File: config.mk
export PLATFORM = sky130hd
export DESIGN_NAME = c_subset_lexer
export DESIGN_NICKNAME = d
export VERILOG_FILES = /design/src/rtl/csl_pkg.sv /design/src/rtl/c_subset_lexer.sv /design/src/rtl/csl_scan.sv /design/src/rtl/csl_outq.sv
export SDC_FILE = /design/constraint.sdc
export NUM_CORES = 1
export LEC_CHECK = 0
export ABC_AREA = 1
export BUFFER_PORTS_ARGS = -buffer_cell sky130_fd_sc_hd__buf_2
export CELL_PAD_IN_SITES_DETAIL_PLACEMENT = 1
export CELL_PAD_IN_SITES_GLOBAL_PLACEMENT = 2
export CORE_ASPECT_RATIO = 0.9
export CORE_MARGIN = 1.5
export CORE_UTILIZATION = 42
export CTS_CLUSTER_SIZE = 16
export DETAILED_ROUTE_END_ITERATION = 6
export PLACE_DENSITY = 0.92
export SETUP_SLACK_MARGIN = 0.2
export SLEW_MARGIN = 25
export SYNTH_ARGS = -nofsm -noshare
export SYNTH_HDL_FRONTEND = slang
export SYNTH_SLANG_ARGS = --single-unit
File: constraint.sdc
create_clock -name clk -period 8.6 [get_ports clk]
set_clock_uncertainty 0.1 [all_clocks]
set_input_delay 0.43 -clock clk [delete_from_list [all_inputs] [get_ports clk]]
set_output_delay 0.43 -clock clk [all_outputs]
set_load 0.005 [all_outputs]
File: src/rtl/csl_pkg.sv
// Shared types, token codes and character tables for the C subset lexer.
// Used by csl_scan, csl_outq and c_subset_lexer; depends on nothing else.
package csl_pkg;

	// Default sizes of the stored position, length and keyword buffer.
	localparam int CslLineBitsDef    = 16;
	localparam int CslLengthBitsDef  = 8;
	localparam int CslKeywordCharsDef = 8;

	// Fixed widths of the token fields on the output port.
	localparam int TokLineBits   = 16;
	localparam int TokLengthBits = 8;

	// Longest keyword, and the packed width of the compared word.
	localparam int KwMaxLen  = 8;
	localparam int KwWordBits = KwMaxLen * 8;
	localparam int KwCount   = 10;

	// Depth of the result queue.
	localparam int OutqDepth = 4;

	// Token kind codes.
	localparam logic [5:0] TK_END       = 6'd0;
	localparam logic [5:0] TK_NUMBER    = 6'd1;
	localparam logic [5:0] TK_IDENT     = 6'd2;
	localparam logic [5:0] TK_PLUS      = 6'd3;
	localparam logic [5:0] TK_MINUS     = 6'd4;
	localparam logic [5:0] TK_STAR      = 6'd5;
	localparam logic [5:0] TK_DIVIDE    = 6'd6;
	localparam logic [5:0] TK_LPAREN    = 6'd7;
	localparam logic [5:0] TK_RPAREN    = 6'd8;
	localparam logic [5:0] TK_LBRACE    = 6'd9;
	localparam logic [5:0] TK_RBRACE    = 6'd10;
	localparam logic [5:0] TK_LBRACKET  = 6'd11;
	localparam logic [5:0] TK_RBRACKET  = 6'd12;
	localparam logic [5:0] TK_SEMI      = 6'd13;
	localparam logic [5:0] TK_COMMA     = 6'd14;
	localparam logic [5:0] TK_ASSIGN    = 6'd15;
	localparam logic [5:0] TK_EQ        = 6'd16;
	localparam logic [5:0] TK_NE        = 6'd17;
	localparam logic [5:0] TK_LT        = 6'd18;
	localparam logic [5:0] TK_LE        = 6'd19;
	localparam logic [5:0] TK_GT        = 6'd20;
	localparam logic [5:0] TK_GE        = 6'd21;
	localparam logic [5:0] TK_AND       = 6'd22;
	localparam logic [5:0] TK_OR        = 6'd23;
	localparam logic [5:0] TK_NOT       = 6'd24;
	localparam logic [5:0] TK_INVALID   = 6'd25;
	localparam logic [5:0] TK_KW_FIRST  = 6'd26;

	// Input item kinds.
	localparam logic ITEM_BYTE = 1'b0;
	localparam logic ITEM_EOS  = 1'b1;

	// Characters with a role of their own.
	localparam logic [7:0] CH_NL    = 8'h0A;
	localparam logic [7:0] CH_CR    = 8'h0D;
	localparam logic [7:0] CH_TAB   = 8'h09;
	localparam logic [7:0] CH_SPACE = 8'h20;
	localparam logic [7:0] CH_SLASH = 8'h2F;
	localparam logic [7:0] CH_UNDER = 8'h5F;

	// Operator classes held while the second character is awaited.
	localparam logic [2:0] OP_ASSIGN = 3'd0;
	localparam logic [2:0] OP_BANG   = 3'd1;
	localparam logic [2:0] OP_LESS   = 3'd2;
	localparam logic [2:0] OP_GREAT  = 3'd3;
	localparam logic [2:0] OP_AMP    = 3'd4;
	localparam logic [2:0] OP_PIPE   = 3'd5;

	typedef struct packed {
		logic       kind;
		logic [7:0] char_code;
	} lex_in_t;

	typedef struct packed {
		logic [5:0]               token_kind;
		logic [TokLineBits-1:0]   first_line;
		logic [TokLineBits-1:0]   first_col;
		logic [TokLengthBits-1:0] token_length;
		logic [7:0]               bad_char;
		logic                     last_in_run;
	} token_t;

	// Up to two tokens produced by one item, first in order at tok0.
	typedef struct packed {
		logic [1:0] count;
		token_t     tok0;
		token_t     tok1;
	} scan_res_t;

	// Keyword texts, left aligned in the compared word, first character on top.
	localparam logic [KwWordBits-1:0] KW_TEXT [KwCount] = '{
		{"int",      40'h0},
		{"void",     32'h0},
		{"return",   16'h0},
		{"if",       48'h0},
		{"else",     32'h0},
		{"while",    24'h0},
		{"for",      40'h0},
		{"do",       48'h0},
		{"break",    24'h0},
		{"continue"}
	};
	localparam logic [3:0] KW_LEN [KwCount] = '{
		4'd3, 4'd4, 4'd6, 4'd2, 4'd4, 4'd5, 4'd3, 4'd2, 4'd5, 4'd8
	};

	// Keyword kind of an identifier word of the given length, else Identifier.
	function automatic logic [5:0] kw_lookup(input logic [KwWordBits-1:0] word,
		input logic [3:0] len);
		logic [KwWordBits-1:0] mask;
		logic [5:0]            kind;
		kind = TK_IDENT;
		for (int i = 0; i < KwCount; i++) begin
			mask = '0;
			for (int j = 0; j < KwMaxLen; j++) begin
				if (j < int'(KW_LEN[i])) begin
					mask[KwWordBits-1-8*j -: 8] = 8'hFF;
				end
			end
			if (len == KW_LEN[i] && ((word ^ KW_TEXT[i]) & mask) == '0) begin
				kind = TK_KW_FIRST + 6'(i);
			end
		end
		return kind;
	endfunction

	// Character that completes a two-character operator.
	function automatic logic [7:0] op_second(input logic [2:0] op);
		logic [7:0] c;
		unique case (op)
			OP_AMP:  c = "&";
			OP_PIPE: c = "|";
			default: c = "=";
		endcase
		return c;
	endfunction

	// Kind of an operator that stands alone.
	function automatic logic [5:0] op_single_kind(input logic [2:0] op);
		logic [5:0] k;
		unique case (op)
			OP_ASSIGN: k = TK_ASSIGN;
			OP_BANG:   k = TK_NOT;
			OP_LESS:   k = TK_LT;
			OP_GREAT:  k = TK_GT;
			default:   k = TK_INVALID;
		endcase
		return k;
	endfunction

	// Kind of a completed two-character operator.
	function automatic logic [5:0] op_double_kind(input logic [2:0] op);
		logic [5:0] k;
		unique case (op)
			OP_ASSIGN: k = TK_EQ;
			OP_BANG:   k = TK_NE;
			OP_LESS:   k = TK_LE;
			OP_GREAT:  k = TK_GE;
			OP_AMP:    k = TK_AND;
			default:   k = TK_OR;
		endcase
		return k;
	endfunction

endpackage

File: src/rtl/c_subset_lexer.sv
// Top level of the C subset lexer: input register, scanner and result queue.
// Depends on csl_pkg, csl_scan and csl_outq.
//
// Usage: one input item per transfer on the byte channel (byte_valid,
// byte_stall, byte_data). An item is a source byte or an end-of-source
// mark. Tokens leave one per transfer on the token channel (token_valid,
// token_stall, token_data); last_in_run marks the last token an item gave.
// An item gives zero, one or two tokens; end of source gives any pending
// token, then End, and restarts line and column at 1.
// An accepted item is held in the input register, scanned once the queue has
// room, and its tokens are written into the queue, from which they are taken.
// Throughput: one item per cycle while the queue has room, set by the single
// scan step per item; a run of two-token items is limited by the token
// channel at one token per cycle, and the scanner waits while the four-entry
// queue has fewer than two free entries.
// Reset clears the scanner to its start state and empties the queue; no
// clearing pass is needed. When the receiver stalls, tokens wait in the
// queue, and byte_stall rises once the queue cannot take a further item.
module c_subset_lexer import csl_pkg::*; #(
	parameter int LINE_BITS     = CslLineBitsDef,
	parameter int LENGTH_BITS   = CslLengthBitsDef,
	parameter int KEYWORD_CHARS = CslKeywordCharsDef
) (
	input  logic    clk,
	input  logic    arst_n,
	input  logic    byte_valid,
	output logic    byte_stall,
	input  lex_in_t byte_data,
	output logic    token_valid,
	input  logic    token_stall,
	output token_t  token_data
);

	logic      valid_s1;
	lex_in_t   item_s1;
	logic      room;
	logic      step;
	logic      take;
	scan_res_t res;

	// The registered item is scanned whenever the queue has room.
	assign step       = valid_s1 && room;
	assign byte_stall = valid_s1 && !room;
	assign take       = byte_valid && !byte_stall;

	// Input register.
	always_ff @(posedge clk or negedge arst_n) begin
		if (!arst_n) begin
			valid_s1 <= 1'b0;
		end else if (take) begin
			valid_s1 <= 1'b1;
		end else if (step) begin
			valid_s1 <= 1'b0;
		end
	end

	always_ff @(posedge clk) begin
		if (take) begin
			item_s1 <= byte_data;
		end
	end

	csl_scan #(
		.LINE_BITS     (LINE_BITS),
		.LENGTH_BITS   (LENGTH_BITS),
		.KEYWORD_CHARS (KEYWORD_CHARS)
	) u_scan (
		.clk    (clk),
		.arst_n (arst_n),
		.step   (step),
		.item   (item_s1),
		.res    (res)
	);

	csl_outq u_outq (
		.clk         (clk),
		.arst_n      (arst_n),
		.res         (res),
		.room        (room),
		.token_valid (token_valid),
		.token_stall (token_stall),
		.token_data  (token_data)
	);

	a_take_loads: assert property (@(posedge clk) disable iff (!arst_n)
		take |=> valid_s1)
		else $error("accepted item not held in the input register");

	a_hold_stalled: assert property (@(posedge clk) disable iff (!arst_n)
		(valid_s1 && !step && !take) |=> (valid_s1 && $stable(item_s1)))
		else $error("waiting item lost from the input register");

	a_token_held: assert property (@(posedge clk) disable iff (!arst_n)
		(token_valid && token_stall) |=> (token_valid && $stable(token_data)))
		else $error("stalled token changed or dropped");

endmodule

File: src/rtl/csl_scan.sv
// Scanner state and the per-item step of the C subset lexer.
// Depends on csl_pkg for token types, codes and keyword tables.
module csl_scan import csl_pkg::*; #(
	parameter int LINE_BITS     = CslLineBitsDef,
	parameter int LENGTH_BITS   = CslLengthBitsDef,
	parameter int KEYWORD_CHARS = CslKeywordCharsDef
) (
	input  logic      clk,
	input  logic      arst_n,
	input  logic      step,
	input  lex_in_t   item,
	output scan_res_t res
);

	localparam int KwIdxBits = $clog2(KEYWORD_CHARS);

	typedef enum logic [2:0] {
		M_START   = 3'd0,
		M_NUMBER  = 3'd1,
		M_IDENT   = 3'd2,
		M_OP      = 3'd3,
		M_SLASH   = 3'd4,
		M_COMMENT = 3'd5
	} mode_t;

	mode_t                  mode_q, mode_d;
	logic [2:0]             op_q, op_d;
	logic [LINE_BITS-1:0]   sline_q, sline_d, scol_q, scol_d;
	logic [LINE_BITS-1:0]   line_q, line_d, col_q, col_d;
	logic [LENGTH_BITS-1:0] run_q, run_d;
	logic [7:0]             word_q [KEYWORD_CHARS];

	logic                   wr_en;
	logic [KwIdxBits-1:0]   wr_idx;

	logic [7:0]             b;
	logic                   is_nl, is_ws, is_dig, is_alp, is_slash, op_hit;
	logic [2:0]             op_idx;
	logic [KwWordBits-1:0]  word;
	logic [5:0]             ident_kind;
	token_t                 fresh_tok, flush_tok, slot_b;
	logic                   fresh_emit, flush_emit, do_flush, do_fresh, slot_b_vld;
	logic                   slot_a_vld;

	// Classify the byte and form the token it gives when nothing is pending.
	always_comb begin
		b        = item.char_code;
		is_nl    = (b == CH_NL);
		is_ws    = (b == CH_SPACE) || (b == CH_TAB) || is_nl || (b == CH_CR);
		is_dig   = (b >= "0") && (b <= "9");
		is_alp   = ((b >= "a") && (b <= "z")) || ((b >= "A") && (b <= "Z")) ||
			(b == CH_UNDER);
		is_slash = (b == CH_SLASH);
		op_hit   = 1'b1;
		op_idx   = OP_ASSIGN;
		unique case (b)
			"=":     op_idx = OP_ASSIGN;
			"!":     op_idx = OP_BANG;
			"<":     op_idx = OP_LESS;
			">":     op_idx = OP_GREAT;
			"&":     op_idx = OP_AMP;
			"|":     op_idx = OP_PIPE;
			default: op_hit = 1'b0;
		endcase

		fresh_tok              = '0;
		fresh_tok.first_line   = TokLineBits'(line_q);
		fresh_tok.first_col    = TokLineBits'(col_q);
		fresh_tok.token_length = TokLengthBits'(1);
		unique case (b)
			"+":     fresh_tok.token_kind = TK_PLUS;
			"-":     fresh_tok.token_kind = TK_MINUS;
			"*":     fresh_tok.token_kind = TK_STAR;
			"(":     fresh_tok.token_kind = TK_LPAREN;
			")":     fresh_tok.token_kind = TK_RPAREN;
			"{":     fresh_tok.token_kind = TK_LBRACE;
			"}":     fresh_tok.token_kind = TK_RBRACE;
			"[":     fresh_tok.token_kind = TK_LBRACKET;
			"]":     fresh_tok.token_kind = TK_RBRACKET;
			";":     fresh_tok.token_kind = TK_SEMI;
			",":     fresh_tok.token_kind = TK_COMMA;
			default: begin
				fresh_tok.token_kind = TK_INVALID;
				fresh_tok.bad_char   = b;
			end
		endcase
		fresh_emit = !(is_ws || is_dig || is_alp || is_slash || op_hit);
	end

	// Keyword check over the first characters of the identifier.
	always_comb begin
		for (int j = 0; j < KwMaxLen; j++) begin
			word[KwWordBits-1-8*j -: 8] = word_q[j];
		end
		if (32'(run_q) <= KwMaxLen) begin
			ident_kind = kw_lookup(word, run_q[3:0]);
		end else begin
			ident_kind = TK_IDENT;
		end
	end

	// Token closed by a byte that cannot extend the pending one.
	always_comb begin
		flush_tok              = '0;
		flush_tok.first_line   = TokLineBits'(sline_q);
		flush_tok.first_col    = TokLineBits'(scol_q);
		flush_tok.token_length = TokLengthBits'(1);
		flush_emit             = 1'b1;
		unique case (mode_q)
			M_NUMBER: begin
				flush_tok.token_kind   = TK_NUMBER;
				flush_tok.token_length = TokLengthBits'(run_q);
			end
			M_IDENT: begin
				flush_tok.token_kind   = ident_kind;
				flush_tok.token_length = TokLengthBits'(run_q);
			end
			M_OP:    flush_tok.token_kind = op_single_kind(op_q);
			M_SLASH: flush_tok.token_kind = TK_DIVIDE;
			default: flush_emit = 1'b0;
		endcase
	end

	// Next state and the tokens of this item.
	always_comb begin
		mode_d     = mode_q;
		op_d       = op_q;
		sline_d    = sline_q;
		scol_d     = scol_q;
		run_d      = run_q;
		line_d     = line_q;
		col_d      = col_q;
		wr_en      = 1'b0;
		wr_idx     = run_q[KwIdxBits-1:0];
		do_flush   = 1'b0;
		do_fresh   = 1'b0;
		slot_b     = fresh_tok;
		slot_b_vld = 1'b0;

		if (item.kind == ITEM_EOS) begin
			// End of source: close what is pending, give End, restart.
			do_flush                = 1'b1;
			slot_b                  = '0;
			slot_b.token_kind       = TK_END;
			slot_b.first_line       = TokLineBits'(line_q);
			slot_b.first_col        = TokLineBits'(col_q);
			slot_b_vld              = 1'b1;
			mode_d                  = M_START;
			op_d                    = OP_ASSIGN;
			sline_d                 = LINE_BITS'(1);
			scol_d                  = LINE_BITS'(1);
			run_d                   = '0;
			line_d                  = LINE_BITS'(1);
			col_d                   = LINE_BITS'(1);
		end else begin
			unique case (mode_q)
				M_NUMBER: begin
					if (is_dig) begin
						if (run_q != '1) run_d = run_q + 1'b1;
					end else begin
						do_flush = 1'b1;
						do_fresh = 1'b1;
					end
				end
				M_IDENT: begin
					if (is_alp || is_dig) begin
						wr_en = (32'(run_q) < KEYWORD_CHARS);
						if (run_q != '1) run_d = run_q + 1'b1;
					end else begin
						do_flush = 1'b1;
						do_fresh = 1'b1;
					end
				end
				M_OP: begin
					if (b == op_second(op_q)) begin
						slot_b                  = '0;
						slot_b.token_kind       = op_double_kind(op_q);
						slot_b.first_line       = TokLineBits'(sline_q);
						slot_b.first_col        = TokLineBits'(scol_q);
						slot_b.token_length     = TokLengthBits'(2);
						slot_b_vld              = 1'b1;
						mode_d                  = M_START;
					end else begin
						do_flush = 1'b1;
						do_fresh = 1'b1;
					end
				end
				M_SLASH: begin
					if (is_slash) begin
						mode_d = M_COMMENT;
					end else begin
						do_flush = 1'b1;
						do_fresh = 1'b1;
					end
				end
				M_COMMENT: do_fresh = is_nl;
				default:   do_fresh = 1'b1;
			endcase

			// A byte looked at afresh may open a new token.
			if (do_fresh) begin
				slot_b_vld = fresh_emit;
				mode_d     = M_START;
				if (is_dig || is_alp || is_slash || op_hit) begin
					sline_d = line_q;
					scol_d  = col_q;
					run_d   = LENGTH_BITS'(1);
				end
				if (is_dig) mode_d = M_NUMBER;
				if (is_slash) mode_d = M_SLASH;
				if (is_alp) begin
					mode_d = M_IDENT;
					wr_en  = 1'b1;
					wr_idx = '0;
				end
				if (op_hit) begin
					mode_d = M_OP;
					op_d   = op_idx;
				end
			end

			// Position of the next byte, saturating.
			if (is_nl) begin
				if (line_q != '1) line_d = line_q + 1'b1;
				col_d = LINE_BITS'(1);
			end else if (col_q != '1) begin
				col_d = col_q + 1'b1;
			end
		end

		// Pack the tokens in order and mark the last one.
		slot_a_vld = do_flush && flush_emit;
		res.count  = {1'b0, slot_a_vld} + {1'b0, slot_b_vld};
		res.tok0   = slot_a_vld ? flush_tok : slot_b;
		res.tok1   = slot_b;
		res.tok0.last_in_run = !(slot_a_vld && slot_b_vld);
		res.tok1.last_in_run = 1'b1;
		if (!step) begin
			res.count = 2'd0;
		end
	end

	// Scanner state and position registers.
	always_ff @(posedge clk or negedge arst_n) begin
		if (!arst_n) begin
			mode_q  <= M_START;
			op_q    <= OP_ASSIGN;
			sline_q <= LINE_BITS'(1);
			scol_q  <= LINE_BITS'(1);
			run_q   <= '0;
			line_q  <= LINE_BITS'(1);
			col_q   <= LINE_BITS'(1);
		end else if (step) begin
			mode_q  <= mode_d;
			op_q    <= op_d;
			sline_q <= sline_d;
			scol_q  <= scol_d;
			run_q   <= run_d;
			line_q  <= line_d;
			col_q   <= col_d;
		end
	end

	// Identifier characters kept for the keyword check.
	always_ff @(posedge clk) begin
		if (step && wr_en) begin
			word_q[wr_idx] <= b;
		end
	end

	a_op_class: assert property (@(posedge clk) disable iff (!arst_n)
		(mode_q == M_OP) |-> (op_q <= OP_PIPE))
		else $error("pending operator class out of range");

	a_run_nonzero: assert property (@(posedge clk) disable iff (!arst_n)
		(mode_q == M_NUMBER || mode_q == M_IDENT) |-> (run_q != '0))
		else $error("open token with zero length");

	a_eos_restart: assert property (@(posedge clk) disable iff (!arst_n)
		(step && item.kind == ITEM_EOS) |=> (mode_q == M_START && line_q == LINE_BITS'(1)
			&& col_q == LINE_BITS'(1)))
		else $error("end of source did not restart the scanner");

endmodule

File: src/rtl/csl_outq.sv
// Result queue of the C subset lexer: takes up to two tokens per cycle,
// hands out one per transfer. Depends on csl_pkg for the token type.
module csl_outq import csl_pkg::*; (
	input  logic      clk,
	input  logic      arst_n,
	input  scan_res_t res,
	output logic      room,
	output logic      token_valid,
	input  logic      token_stall,
	output token_t    token_data
);

	localparam int PtrBits = $clog2(OutqDepth);
	localparam int CntBits = $clog2(OutqDepth + 1);

	token_t               mem_q [OutqDepth];
	logic [PtrBits-1:0]   wp_q, rp_q;
	logic [CntBits-1:0]   cnt_q;
	logic                 pop;

	// Room for the two tokens an item may give, before this cycle's read.
	assign room        = (32'(cnt_q) <= OutqDepth - 2);
	assign token_valid = (cnt_q != '0);
	assign token_data  = mem_q[rp_q];
	assign pop         = token_valid && !token_stall;

	// Pointers and fill count.
	always_ff @(posedge clk or negedge arst_n) begin
		if (!arst_n) begin
			wp_q  <= '0;
			rp_q  <= '0;
			cnt_q <= '0;
		end else begin
			wp_q  <= wp_q + PtrBits'(res.count);
			rp_q  <= rp_q + PtrBits'(pop);
			cnt_q <= cnt_q + CntBits'(res.count) - CntBits'(pop);
		end
	end

	// Token storage.
	always_ff @(posedge clk) begin
		if (res.count != 2'd0) begin
			mem_q[wp_q] <= res.tok0;
		end
		if (res.count == 2'd2) begin
			mem_q[wp_q + PtrBits'(1)] <= res.tok1;
		end
	end

	a_no_overflow: assert property (@(posedge clk) disable iff (!arst_n)
		(res.count != 2'd0) |-> room)
		else $error("token pushed without room");

	a_cnt_bound: assert property (@(posedge clk) disable iff (!arst_n)
		32'(cnt_q) <= OutqDepth)
		else $error("queue count beyond depth");

	a_ptr_track: assert property (@(posedge clk) disable iff (!arst_n)
		(cnt_q == '0 || 32'(cnt_q) == OutqDepth) |-> (wp_q == rp_q))
		else $error("queue pointers disagree with count");

endmodule

## Word-level counts from Yosys, hierarchy flattened

Memories as Yosys holds them, arrays and structs flattened.
Cells that the tools add are included.

| word-level totals | value |
|---|---|
| memory bits (writable) | 284 |
| output and inout port bits | 57 |
| memories | 2 |
| bits in registers | 95 |
| bits of input ports | 13 |
| logic and storage cells | 254 |

| operators by class | value |
|---|---|
| mux-type cells | 88 |
| magnitude comparators | 9 |
| add/subtract/negate cells | 9 |
| bitwise logic cells | 20 |
| eq/ne operators | 46 |
| reduce and logical (&&, ||, !) cells | 67 |

Memory list:

| memory | depth | bits a word | read ports | clocked after memory_dff | wr ports | RTL line | text |
|---|---|---|---|---|---|---|---|
| u_outq.mem_q | 4 | 55 | 1 | 0 | 2 | csl_outq.sv:16 | `token_t mem_q [OutqDepth];` |
| u_scan.word_q | 8 | 8 | 8 | 0 | 1 | csl_scan.sv:31 | `logic [7:0] word_q [KEYWORD_CHARS];` |

Operators by type and width:

| kind | count |
|---|---|
| $and A64 B64 Y64 | 10 |
| $logic_not A64 Y1 | 10 |
| $mux W55 | 4 |
| $mux W16 | 12 |
| $eq A8 B6 Y1 const B | 14 |
| $mux W8 | 11 |
| $pmux W5 S11 | 1 |
| $eq A8 B7 Y1 const B | 6 |
| $mux W3 | 13 |
| $not A37 Y37 | 1 |
| $add A16 B1 Y16 const B | 2 |
| $ne A16 B16 Y1 const B | 2 |
| $mux W5 | 6 |
| $mux W6 | 5 |
| $pmux W3 S5 | 2 |
| $mux W1 | 26 |
| $not A26 Y26 | 1 |
| $eq A8 B4 Y1 const B | 3 |
| $pmux W6 S4 | 1 |
| $not A21 Y21 | 1 |
| $logic_and A1 B1 Y1 | 20 |
| $pmux W5 S4 | 1 |
| $not A19 Y19 | 1 |
| $not A18 Y18 | 1 |
| other kinds (48) | 85 |

## Longest topological paths before layout

Gate-level depths: netlist of run 1.

| depth | value |
|---|---|
| word-level depth | 18 |
| gate-level depth with buffers | 22 |
| depth with buffers taken out | 21 |

## Hierarchy

Synthesis of run 1 repeated with hierarchy kept, for this count alone.

| unflattened totals | value |
|---|---|
| cells, all modules | 2589 |
| area total of the unflattened synthesis | 21723.3 µm² |

By module, submodules not included:

| module | sequential area each (µm²) | area each (µm²) | times used | cells an instance |
|---|---|---|---|---|
| csl_outq | 6781.5 | 11481.0 | 1 | 1191 |
| csl_scan | 3878.7 | 9907.0 | 1 | 1380 |
| c_subset_lexer | 295.3 | 335.3 | 1 | 18 |

## Worst setup path after synthesis of run 1

Ideal clock, no wire load.

| timing | value |
|---|---|
| kind | reg-to-reg |
| from | register item_s1[2] in the netlist's numbering |
| to | memory u_outq.mem_q[1][10] in the netlist's numbering, enable pin |
| setup time | 0.405 ns |
| period minus slack after synthesis | 3.541 ns |
| path buffers | 2 |
| slack | 5.059 ns |
| cell stages (with the launch flop) | 18 |
| required time | 8.095 ns |
| arrival | 3.036 ns |
| cell sequence | edfxtp_1 -> buf_4 -> nor2_1 -> nand3_1 -> nand2_1 -> clkinv_1 -> nand2_2 -> nand2_1 -> nand2_1 -> nand2_2 -> nand4_4 -> nand2_2 -> nand2_4 -> nand3_4 -> inv_8 -> nand2_4 -> buf_2 -> nand2_1 |

RTL lines:

| element | RTL line | text |
|---|---|---|
| from (decl) | c_subset_lexer.sv:35 | `lex_in_t item_s1;` |
| from (signal assigned) | c_subset_lexer.sv:59 | `item_s1 <= byte_data;` |
| to (decl) | csl_outq.sv:16 |  |

==> impl_metrics.yaml, run 1 <==
drt:
  vias: 17269
  drtPass1Iterations: 5
  wl_per_cell_um: 22.65
  routed_wl_um: 68530
  detail-route-antenna-nets: 0
  drcViolationCount: 0
  viasPerCell: 5.707
  drt_iter0_drc: 1548
critical_path:
  r2r_setup_slack_ps: 3720
  start_kind: "register"
  critPathLaunch: "item_s1[3]$_DFFE_PP_"
  critPathMaxFanout: 80
  rr_endpoint: "u_outq.mem_q[2][41]$_DFFE_PP_"
  arrival_ps: 5000
  reg2reg_from: "item_s1[3]$_DFFE_PP_"
  ff2ff_path_depth: 15
  worstSetupPathType: "register to register"
  cp-end-kind: "register"
  cp.required_ps: 8720
  critPathCapture: "u_outq.mem_q[2][41]$_DFFE_PP_"
yosys:
  synth.avg_cell_area_um2: 8.475
  ys_ff_latch: 379
  synth_nets: 2380
  yosysUniqueCellTypes: 50
  syn-instance-count: 2355
  synth.area.top_cells: "edfxtp_1, dfrtp_1, nand2_1"
  synth_area_mm2: 0.01996
  synthArstFlopShare: 0.2269
  synth_top_cells_by_count: "nand2_1, nor2_1, edfxtp_1"
  ys_warn_count: 0
  yosysTopAreaCellShare: 0.3927
  synth_edf_count: 261
  synth_seq_area_share: 0.5328
  ys.flop_type: "edfxtp_1"
  yosys.area.top_type: "edfxtp_1"
  yosysMostFrequentCell: "nand2_1"
clock_tree:
  tritoncts: "done"
  clkTransAtPathRegs_ps: 60
  cts-root-buf: "clkbuf_16"
  clock_sinks: 379
  post_cts_buffers: 0
  clk_latency_ps: 590
  cts_made_buffers: 42
  htree_num_levels: 2
  cts_buffer_depth: 3
timing:
  rsz0062_at_grt: "no"
  worst_pin_slew_ps: 1054
  setup_violations: 0
  drv_slew: 0
  finalCritPeriodShare: 0.5676
  hold_viol: 0
  tns_ps: 0
  slew_headroom: 0.2898
  holdWs_ps: 305.7
  post-route-min-period_ps: 4882
  timing.fmax_ghz: 0.2048
power_and_ir_drop:
  leakage_nw: 8.097
  power.density_mw_per_mm2: 314.7
  finalPower_mw: 6.934
  max-vdd-ir-drop_v: 0.0002141
cells_and_area:
  syn_to_final_growth_pct: 10.40
  drive_above_1_share: 0.09797
  fin_nets: 2402
floorplan:
  fp.coreArea_mm2: 0.04673
  die_w_um: 232.8
  rows: 75
  ios: 70
  die_y_um: 209.8
  die_area_mm2: 0.04884
  start_util: 0.4271
global_route:
  grt_max_degree: 110
  grtUsageTotal: 0.2817
  grt_antenna_before_repair: 2
  grt_pass1_vias: 17510
  grt_overflow: 0
  grt_pass1_wl_um: 104300
place:
  place_congestion: 0.9462
  portBuffers: 69
  hpwl_um: 47540
min_path:
  hp-class: "input port to async pin"
status:
  status: "finished, final reports clean"
job:
  max_cap_violations: 0
-- final cells by class --
class	instances	area, um2
timing repair buffer	93	559.3
antenna	1	2.502
fill	5529	24700
multi-input combinational	1618	7806
clock inverter	18	153.9
tap	616	770.7
clock buffer	58	1182
sequential	379	10640
inverter	243	919.6
-- report_power, final --
| part | leakage (nW) | internal [mW] | switching [mW] | total, mW |
|---|---|---|---|---|
| sequential | 3.77 | 2.40 | 0.225 | 2.62 |
| clock | 0.662 | 1.00 | 0.785 | 1.79 |
| combinational | 3.66 | 0.629 | 1.90 | 2.52 |
-- how the worst min path moves through the flow --
stage	end	slack, ps
finish	u_scan.line_q[5]$_DFFE_PN0P_	310
global route	u_outq.rp_q[0]$_DFF_PN0_	310
CTS	u_outq.rp_q[0]$_DFF_PN0_	280
detailed placement	u_scan.sline_q[4]$_DFFE_PN0P_	350
global placement	u_scan.sline_q[4]$_DFFE_PN0P_	350
floorplan	u_outq.cnt_q[0]$_DFF_PN0_	30
-- layout by cell type (no fill, tap or decap), types with 6 or more instances in the layout --
cell	synthesis	layout
nand4_1	45	45
nand2_4	6	6
buf_2	42	68
o22ai_1	85	85
nand3_2	7	7
edfxtp_1	261	261
inv_2	15	16
nand2_1	520	516
o21ai_2	20	20
nor2_1	284	284
inv_1	224	223
a21oi_1	51	51
buf_4	8	13
nor2_2	7	7
o21ai_1	116	118
clkinv_2	0	10
dlygate4sd3_1	0	11
nor3_1	41	40
nor4_1	7	7
nand3_1	123	123
xor2_1	9	9
clkbuf_1	50	10
nand2_2	5	9
dfxtp_1	32	32
o21ai_0	215	213
clkbuf_16	0	43
ha_1	11	11
dfrtp_1	82	80
o31ai_1	28	28
nor3_2	7	7
-- worst max-delay path, cell delays in order, from the launching register on --
cell	delay, ps
edfxtp_1	780
nand2_1	250
nand2_1	120
nand3_1	90
nand2_2	170
nand2_1	60
nand2_1	80
nand2_2	100
nand4_4	120
nand2_4	390
inv_2	380
nand3_4	160
inv_8	140
nand2_4	400
nand2_2	530
buf_4	560
-- logic make-up (layout without fill, tap and decap cells) --
| kind of cell | after synthesis | in the layout | synth area share |
|---|---|---|---|
| mux | 1 | 1 | 0.0005015 |
| buf+inv | 358 | 412 | 0.07711 |
| fa+ha+maj | 12 | 12 | 0.007899 |
| xor+xnor | 12 | 12 | 0.005266 |
| other cells | 0 | 1 | 0 |
| simple gates | 1069 | 1069 | 0.2311 |
| compound gates | 524 | 524 | 0.1453 |
| flops | 379 | 379 | 0.5328 |
-- timing repair --
action,in CTS,in global routing
hold endpoints to repair,48,0
gates resized for setup,0,0
hold buffers,11,0
setup endpoints to repair,0,0
-- routing by layer --
metal  vias up  part of all wire  routed length, um  GRT usage
met4         2             0.019               1333    0.06407
met2       552              0.44              30000     0.4259
met5         -           0.00012                  8          0
met3        79             0.079               5403    0.06889
li1       8050                 -                  -          -
met1      8586              0.46              31790     0.4076
-- flip-flops by register name (all words and copies together) (netlist names) --
register        count
u_scan.sline_q     16
item_s1             9
u_scan.line_q      16
u_outq.wp_q         2
u_scan.col_q       16
u_scan.scol_q      16
u_scan.mode_q       3
u_scan.word_q      64
u_scan.run_q        8
valid_s1            1
u_outq.rp_q         2
u_outq.mem_q      220
u_scan.op_q         3
u_outq.cnt_q        3
-- stage by stage --
step                instance area [um2]  setup slack [ps]  instances  utilization
CTS                               22020              3680       3025       0.4711
detailed placement                20570              3711       2938       0.4402
finish                            22030              3718       3026       0.4715
global placement                  20570              3888       2938       0.4402
global route                      22030              3318       3025       0.4715
floorplan                         19960              5059       2355            -
No activity file was read; power rests on OpenSTA's default activity.
==> run 2, diff against run 1 <==
CORE_UTILIZATION = 35   (was 42)
PLACE_DENSITY = 0.82   (was 0.92)
clock period = 4.4 ns   (was 8.6 ns; I/O delays follow)
==> impl_metrics.yaml, run 2 (same netlist as run 1, synthesis figures left out) <==
floorplan:
  fp.coreArea_mm2: 0.05602
  ios: 70
  start_util: 0.3563
  rows: 82
  die_area_mm2: 0.05847
  die_y_um: 229.5
  die_w_um: 254.7
clock_tree:
  cts-root-buf: "clkbuf_16"
  clkTransAtPathRegs_ps: 70
  cts_buffer_depth: 3
  clk_latency_ps: 590
  clock_sinks: 379
  cts_made_buffers: 43
  tritoncts: "done"
  htree_num_levels: 2
cells_and_area:
  mostFrequentLayoutCell: "nand2_1"
  syn_to_final_growth_pct: 13.31
  regMostFlops: "u_outq.mem_q"
  top_regs: "u_outq.mem_q: 220 flops, u_scan.word_q: 64 flops"
  fin_util: 0.4037
  antenna_cells: 0
  layout_common_cells: "nand2_1, nor2_1, edfxtp_1"
  finish.instance_area_mm2: 0.02262
  drive_above_1_share: 0.1082
  nFillCells: 6611
  largest_register_ffs: 220
  final_cells: 3196
  fin_nets: 2430
critical_path:
  start_kind: "register"
  arrival_ps: 4280
  crit_slowest_cell: "edfxtp_1"
  path_buf_inv: 3
  cp-end-kind: "register"
  crit_family: "simple AND/OR/NAND/NOR gates"
  cp.required_ps: 4790
  worstSetupPathType: "register to register"
  cp_cell_sequence: "nand2_1, inv_1, nand2_1, nand3_1, nand2_2, nand2_1, nand2_1, nand2_2, nand4_4, nand2_2, nand2_4, nand2_1, nand2_1, nor2_1, inv_1, ha_1, inv_1, ha_1, fa_1, xnor2_1"
  cpMostUsedCell: "nand2_1"
  worst_path_largest_cell_delay_ps: 860
  critPathMaxFanout: 20
drt:
  vias: 17266
  drt_iter0_drc: 1578
  routed_wl_um: 68560
  drcViolationCount: 0
  drtPass1Iterations: 5
  viasPerCell: 5.402
  detail-route-antenna-nets: 0
  wl_per_cell_um: 21.45
power_and_ir_drop:
  max-vdd-ir-drop_v: 0.0003647
  power.density_mw_per_mm2: 618.5
  leakage_nw: 8.278
  finalPower_mw: 13.99
timing:
  worst_pin_slew_ps: 960.8
  setup_violations: 0
  fin_ws_ps: 508.7
  slew_headroom: 0.3595
  post-route-min-period_ps: 3891
  finalCritPeriodShare: 0.8844
  hold_viol: 0
  tns_ps: 0
  holdWs_ps: 63.06
  timing.fmax_ghz: 0.2570
  rsz0062_at_grt: "no"
  drv_slew: 0
place:
  placed_cells: 3104
  pre_cts_ws_ps: 522.5
  placed_cell_area_mm2: 0.02106
  place_congestion: 0.9214
  portBuffers: 69
  hpwl_um: 46700
job:
  max_cap_violations: 0
global_route:
  grtUsageTotal: 0.2371
  grt_overflow: 0
  grt_pass1_vias: 17831
  grt_max_degree: 89
  grt_antenna_before_repair: 2
  grt_pass1_wl_um: 105900
min_path:
  hp-class: "input port to register"
status:
  status: "finished, final reports clean"
run 2: cell count changes in the layout (fill, tap and decap cells not counted), moves of 2 or more:
cell | before | now
buf_12 | 0 | 9
buf_4 | 13 | 31
bufinv_16 | 1 | 5
clkbuf_8 | 5 | 1
clkinv_1 | 4 | 7
clkinv_4 | 2 | 0
clkinvlp_4 | 1 | 5
inv_6 | 1 | 3
o21ai_0 | 213 | 215
o21ai_1 | 118 | 116
run 2: path summary, 6_finish.rpt:
kind / from / endpoint / slack (ps) / cells after the start
min in group asynchronous: arst_n / u_scan.sline_q[8]$_DFFE_PN0P_ / 230 / 2
worst min-delay path: token_stall / u_outq.rp_q[0]$_DFF_PN0_ / 60 / 3
worst max-delay path: item_s1[0]$_DFFE_PP_ / u_outq.cnt_q[2]$_DFF_PN0_ / 510 / 20
worst min register to register: u_outq.mem_q[2][15]$_SDFFE_PP0N_ / u_outq.mem_q[2][15]$_SDFFE_PP0N_ / 360 / 2
max in group asynchronous: arst_n / u_scan.col_q[0]$_DFFE_PN1P_ / 2980 / 3
worst max register to register: item_s1[0]$_DFFE_PP_ / u_outq.cnt_q[2]$_DFF_PN0_ / 510 / 20
run 2: repair_timing:
action | in CTS | in global routing
endpoints found under the hold margin | 68 | 0
resized for setup | 0 | 1
hold buffers | 11 | 0
setup buffers | 0 | 1
endpoints found under the setup margin | 0 | 15
run 2: tightest hold or removal path, delay by kind of cell:
| kind | cells | cell delay [ps] |
|---|---|---|
| buffers and inverters | 1 | 100 |
| adders and majority gates | 1 | 290 |
| AOI/OAI and AO/OA | 1 | 100 |
run 2: area by class of cell:
type,instances,area [um2],share of cell area
Sequential cell,379,10640,0.4705
Multi-Input combinational cell,1618,7801,0.3449
Inverter,243,920.9,0.04072
Tap cell,756,945.9,0.04182
Clock buffer,54,1149,0.05079
Timing Repair Buffer,120,874.6,0.03867
Clock inverter,26,285.3,0.01261
run 2: per-layer routing:
| layer | wire, um | track usage | part of all wire | vias up |
|---|---|---|---|---|
| met1 | 32570 | 0.3380 | 0.48 | 8573 |
| met2 | 29780 | 0.3579 | 0.43 | 468 |
| met3 | 4786 | 0.05603 | 0.070 | 95 |
| li1 | - | - | - | 8130 |
| met4 | 1429 | 0.06490 | 0.021 | 0 |
| met5 | 0 | 0 | 0 | - |
run 2: power by group:
group          switching (mW)  internal [mW]  leakage, nW
Combinational            3.89           1.38         3.82
Clock                    1.54           2.16        0.689
Sequential              0.342           4.68         3.77
Total                    5.77           8.22         8.28
==> run 3, diff against run 2 <==
ABC_AREA = default   (was 1)
CORE_UTILIZATION = 39   (was 35)
PLACE_DENSITY = 0.81   (was 0.82)
==> impl_metrics.yaml, run 3 <==
status:
  status: "finished, final reports clean"
cells_and_area:
  antenna_cells: 0
  nFillCells: 4783
  regMostFlops: "u_outq.mem_q"
  regArea_mm2: 0.01064
  final_cells: 2189
  largest_register_ffs: 220
  syn_to_final_growth_pct: 13.97
  layout_common_cells: "edfxtp_1, a22o_1, nor2_1, nand2_1, dfrtp_1"
  multi_input_area_mm2: 0.007084
  fin_nets: 1563
  top_regs: "u_outq.mem_q: 220 flops, u_scan.word_q: 64 flops"
  mostFrequentLayoutCell: "edfxtp_1"
  finish.instance_area_mm2: 0.02102
  drive_above_1_share: 0.1894
drt:
  drcViolationCount: 0
  routed_wl_um: 56710
  top_layer: "met4"
  met1Wirelength_um: 26360
  dr_wl_met2_um: 25780
  drt_iter0_drc: 1116
  vias: 13382
  wl_per_cell_um: 25.90
  viasPerCell: 6.113
  wl_met3_um: 3520
  drtPass1Iterations: 5
  detail-route-antenna-nets: 0
place:
  hpwl_um: 36250
  place_congestion: 0.8681
  placed_cell_area_mm2: 0.01950
  placed_cells: 2098
  portBuffers: 69
critical_path:
  crit_slowest_cell: "or4b_1"
  start_kind: "register"
  cp-end-kind: "register"
  worst_path_largest_cell_delay_ps: 650
  cp_cell_sequence: "or4b_1, nor3_2, o32a_1, buf_4, a31o_2, o211ai_4, buf_4, a22oi_2, inv_2, buf_4"
  r2r_setup_slack_ps: 470
  worstSetupPathType: "register to register"
  critPathMaxFanout: 32
  cpMostUsedCell: "buf_4"
  arrival_ps: 4080
  cp.required_ps: 4560
timing:
  timing.fmax_ghz: 0.2547
  tns_ps: 0
  slew_headroom: 0.3198
  worst_pin_slew_ps: 1008
  hold_viol: 0
  finalCritPeriodShare: 0.8924
  drv_slew: 0
  post-route-min-period_ps: 3927
  setup_violations: 0
  rsz0062_at_grt: "no"
global_route:
  grt_pass1_vias: 13961
  grt_overflow: 0
  grt_pass1_wl_um: 87090
  grtUsageTotal: 0.2374
  grt_max_degree: 58
  grt_antenna_before_repair: 1
yosys:
  synth_edf_count: 261
  ys.flop_type: "edfxtp_1"
  yosysMostFrequentCell: "edfxtp_1"
  synth.area.top_cells: "edfxtp_1, dfrtp_1, mux4_2"
  yosysUniqueCellTypes: 87
  syn-instance-count: 1478
  ys_warn_count: 0
  synth_seq_area_share: 0.5767
  synth_top_cells_by_count: "edfxtp_1, a22o_1, nor2_1"
  yosys.area.top_type: "edfxtp_1"
  synth_nets: 1503
  synth_area_mm2: 0.01844
  ys_ff_latch: 379
  synthArstFlopShare: 0.2269
  yosysTopAreaCellShare: 0.4250
  synth.avg_cell_area_um2: 12.48
clock_tree:
  cts_buffer_depth: 3
  clk_latency_ps: 580
  clkTransAtPathRegs_ps: 60
  post_cts_buffers: 0
  cts-root-buf: "clkbuf_16"
  tritoncts: "done"
  clock_sinks: 379
  cts_made_buffers: 43
  htree_num_levels: 2
floorplan:
  die_w_um: 232.2
  start_util: 0.3954
  ios: 70
  die_area_mm2: 0.04860
  die_y_um: 209.3
  rows: 75
  fp.coreArea_mm2: 0.04664
power_and_ir_drop:
  power.density_mw_per_mm2: 604.7
  leakage_nw: 7.256
  max-vdd-ir-drop_v: 0.0003021
job:
  max_cap_violations: 0
min_path:
  hp-class: "input port to register"
==> run 3: worst paths after layout <==
kind | startpoint | to | depth (start not counted)
worst max-delay path | item_s1[4]$_DFFE_PP_ | u_outq.mem_q[2][35]$_DFFE_PP_ | 10
min in group asynchronous | arst_n | u_scan.sline_q[11]$_DFFE_PN0P_ | 2
max in group asynchronous | arst_n | u_scan.scol_q[7]$_DFFE_PN0P_ | 3
worst min register to register | u_outq.mem_q[1][12]$_SDFFE_PP0N_ | u_outq.mem_q[1][12]$_SDFFE_PP0N_ | 1
worst min-delay path | token_stall | u_outq.rp_q[0]$_DFF_PN0_ | 3
worst max register to register | item_s1[4]$_DFFE_PP_ | u_outq.mem_q[2][35]$_DFFE_PP_ | 10
==> run 3: power breakdown <==
part / switching (mW) / internal (mW) / total (mW)
clock: 1.52 / 2.05 / 3.57
sequential: 0.557 / 4.49 / 5.05
combinational: 2.56 / 1.53 / 4.09
==> run 3: what timing repair did <==
action	4_1_cts	5_1_grt
setup endpoints to repair	0	1
resized for setup	0	1
hold endpoints to repair	62	0
hold buffers	11	0
==> run 3: per-stage QoR <==
stage	total power, mW	utilization	hold WS, ps	worst slack [ps]
6_report	12.71	0.4507	70.01	473.4
2_1_floorplan	7.493	-	-175.6	449.1
5_1_grt	13.30	0.4507	77.55	207.6
4_1_cts	12.79	0.4505	37.65	419.4
3_3_place_gp	9.075	0.4181	247.0	486.7
3_5_place_dp	9.192	0.4181	253.0	403.9
==> run 3: layer usage <==
| layer | up-vias | GRT usage |
|---|---|---|
| met2 | 470 | 0.3632 |
| li1 | 5891 | - |
| met4 | 0 | 0.06628 |
| met5 | - | 0 |
| met1 | 6953 | 0.3514 |
| met3 | 68 | 0.03478 |
==> run 3: final cells by class <==
type	instances	share of cell area
multi-input cells	919	0.3371
well taps	616	0.03667
repair buffers	136	0.04298
clock inverters	13	0.006489
inverters	59	0.01054
clock buffers	67	0.06001
flip-flops and latches	379	0.5062
==> run 3: kinds of logic after synthesis <==
| logic type | synth area share |
|---|---|
| muxes | 0.07300 |
| adders and majority gates | 0.008549 |
| buffers and inverters | 0.04078 |
| DFF | 0.5767 |
| xor gates and xnor gates | 0.01330 |
| AOI/OAI and AO/OA | 0.1518 |
| and+or+nand+nor | 0.1358 |
==> run 3: worst max-delay path: cells and delay by family, from the launching register on <==
| kind | cells | cell delay, ps |
|---|---|---|
| AOI/OAI and AO/OA | 4 | 1140 |
| and+or+nand+nor | 2 | 1020 |
| buffers and inverters | 4 | 750 |
| DFF | 1 | 580 |
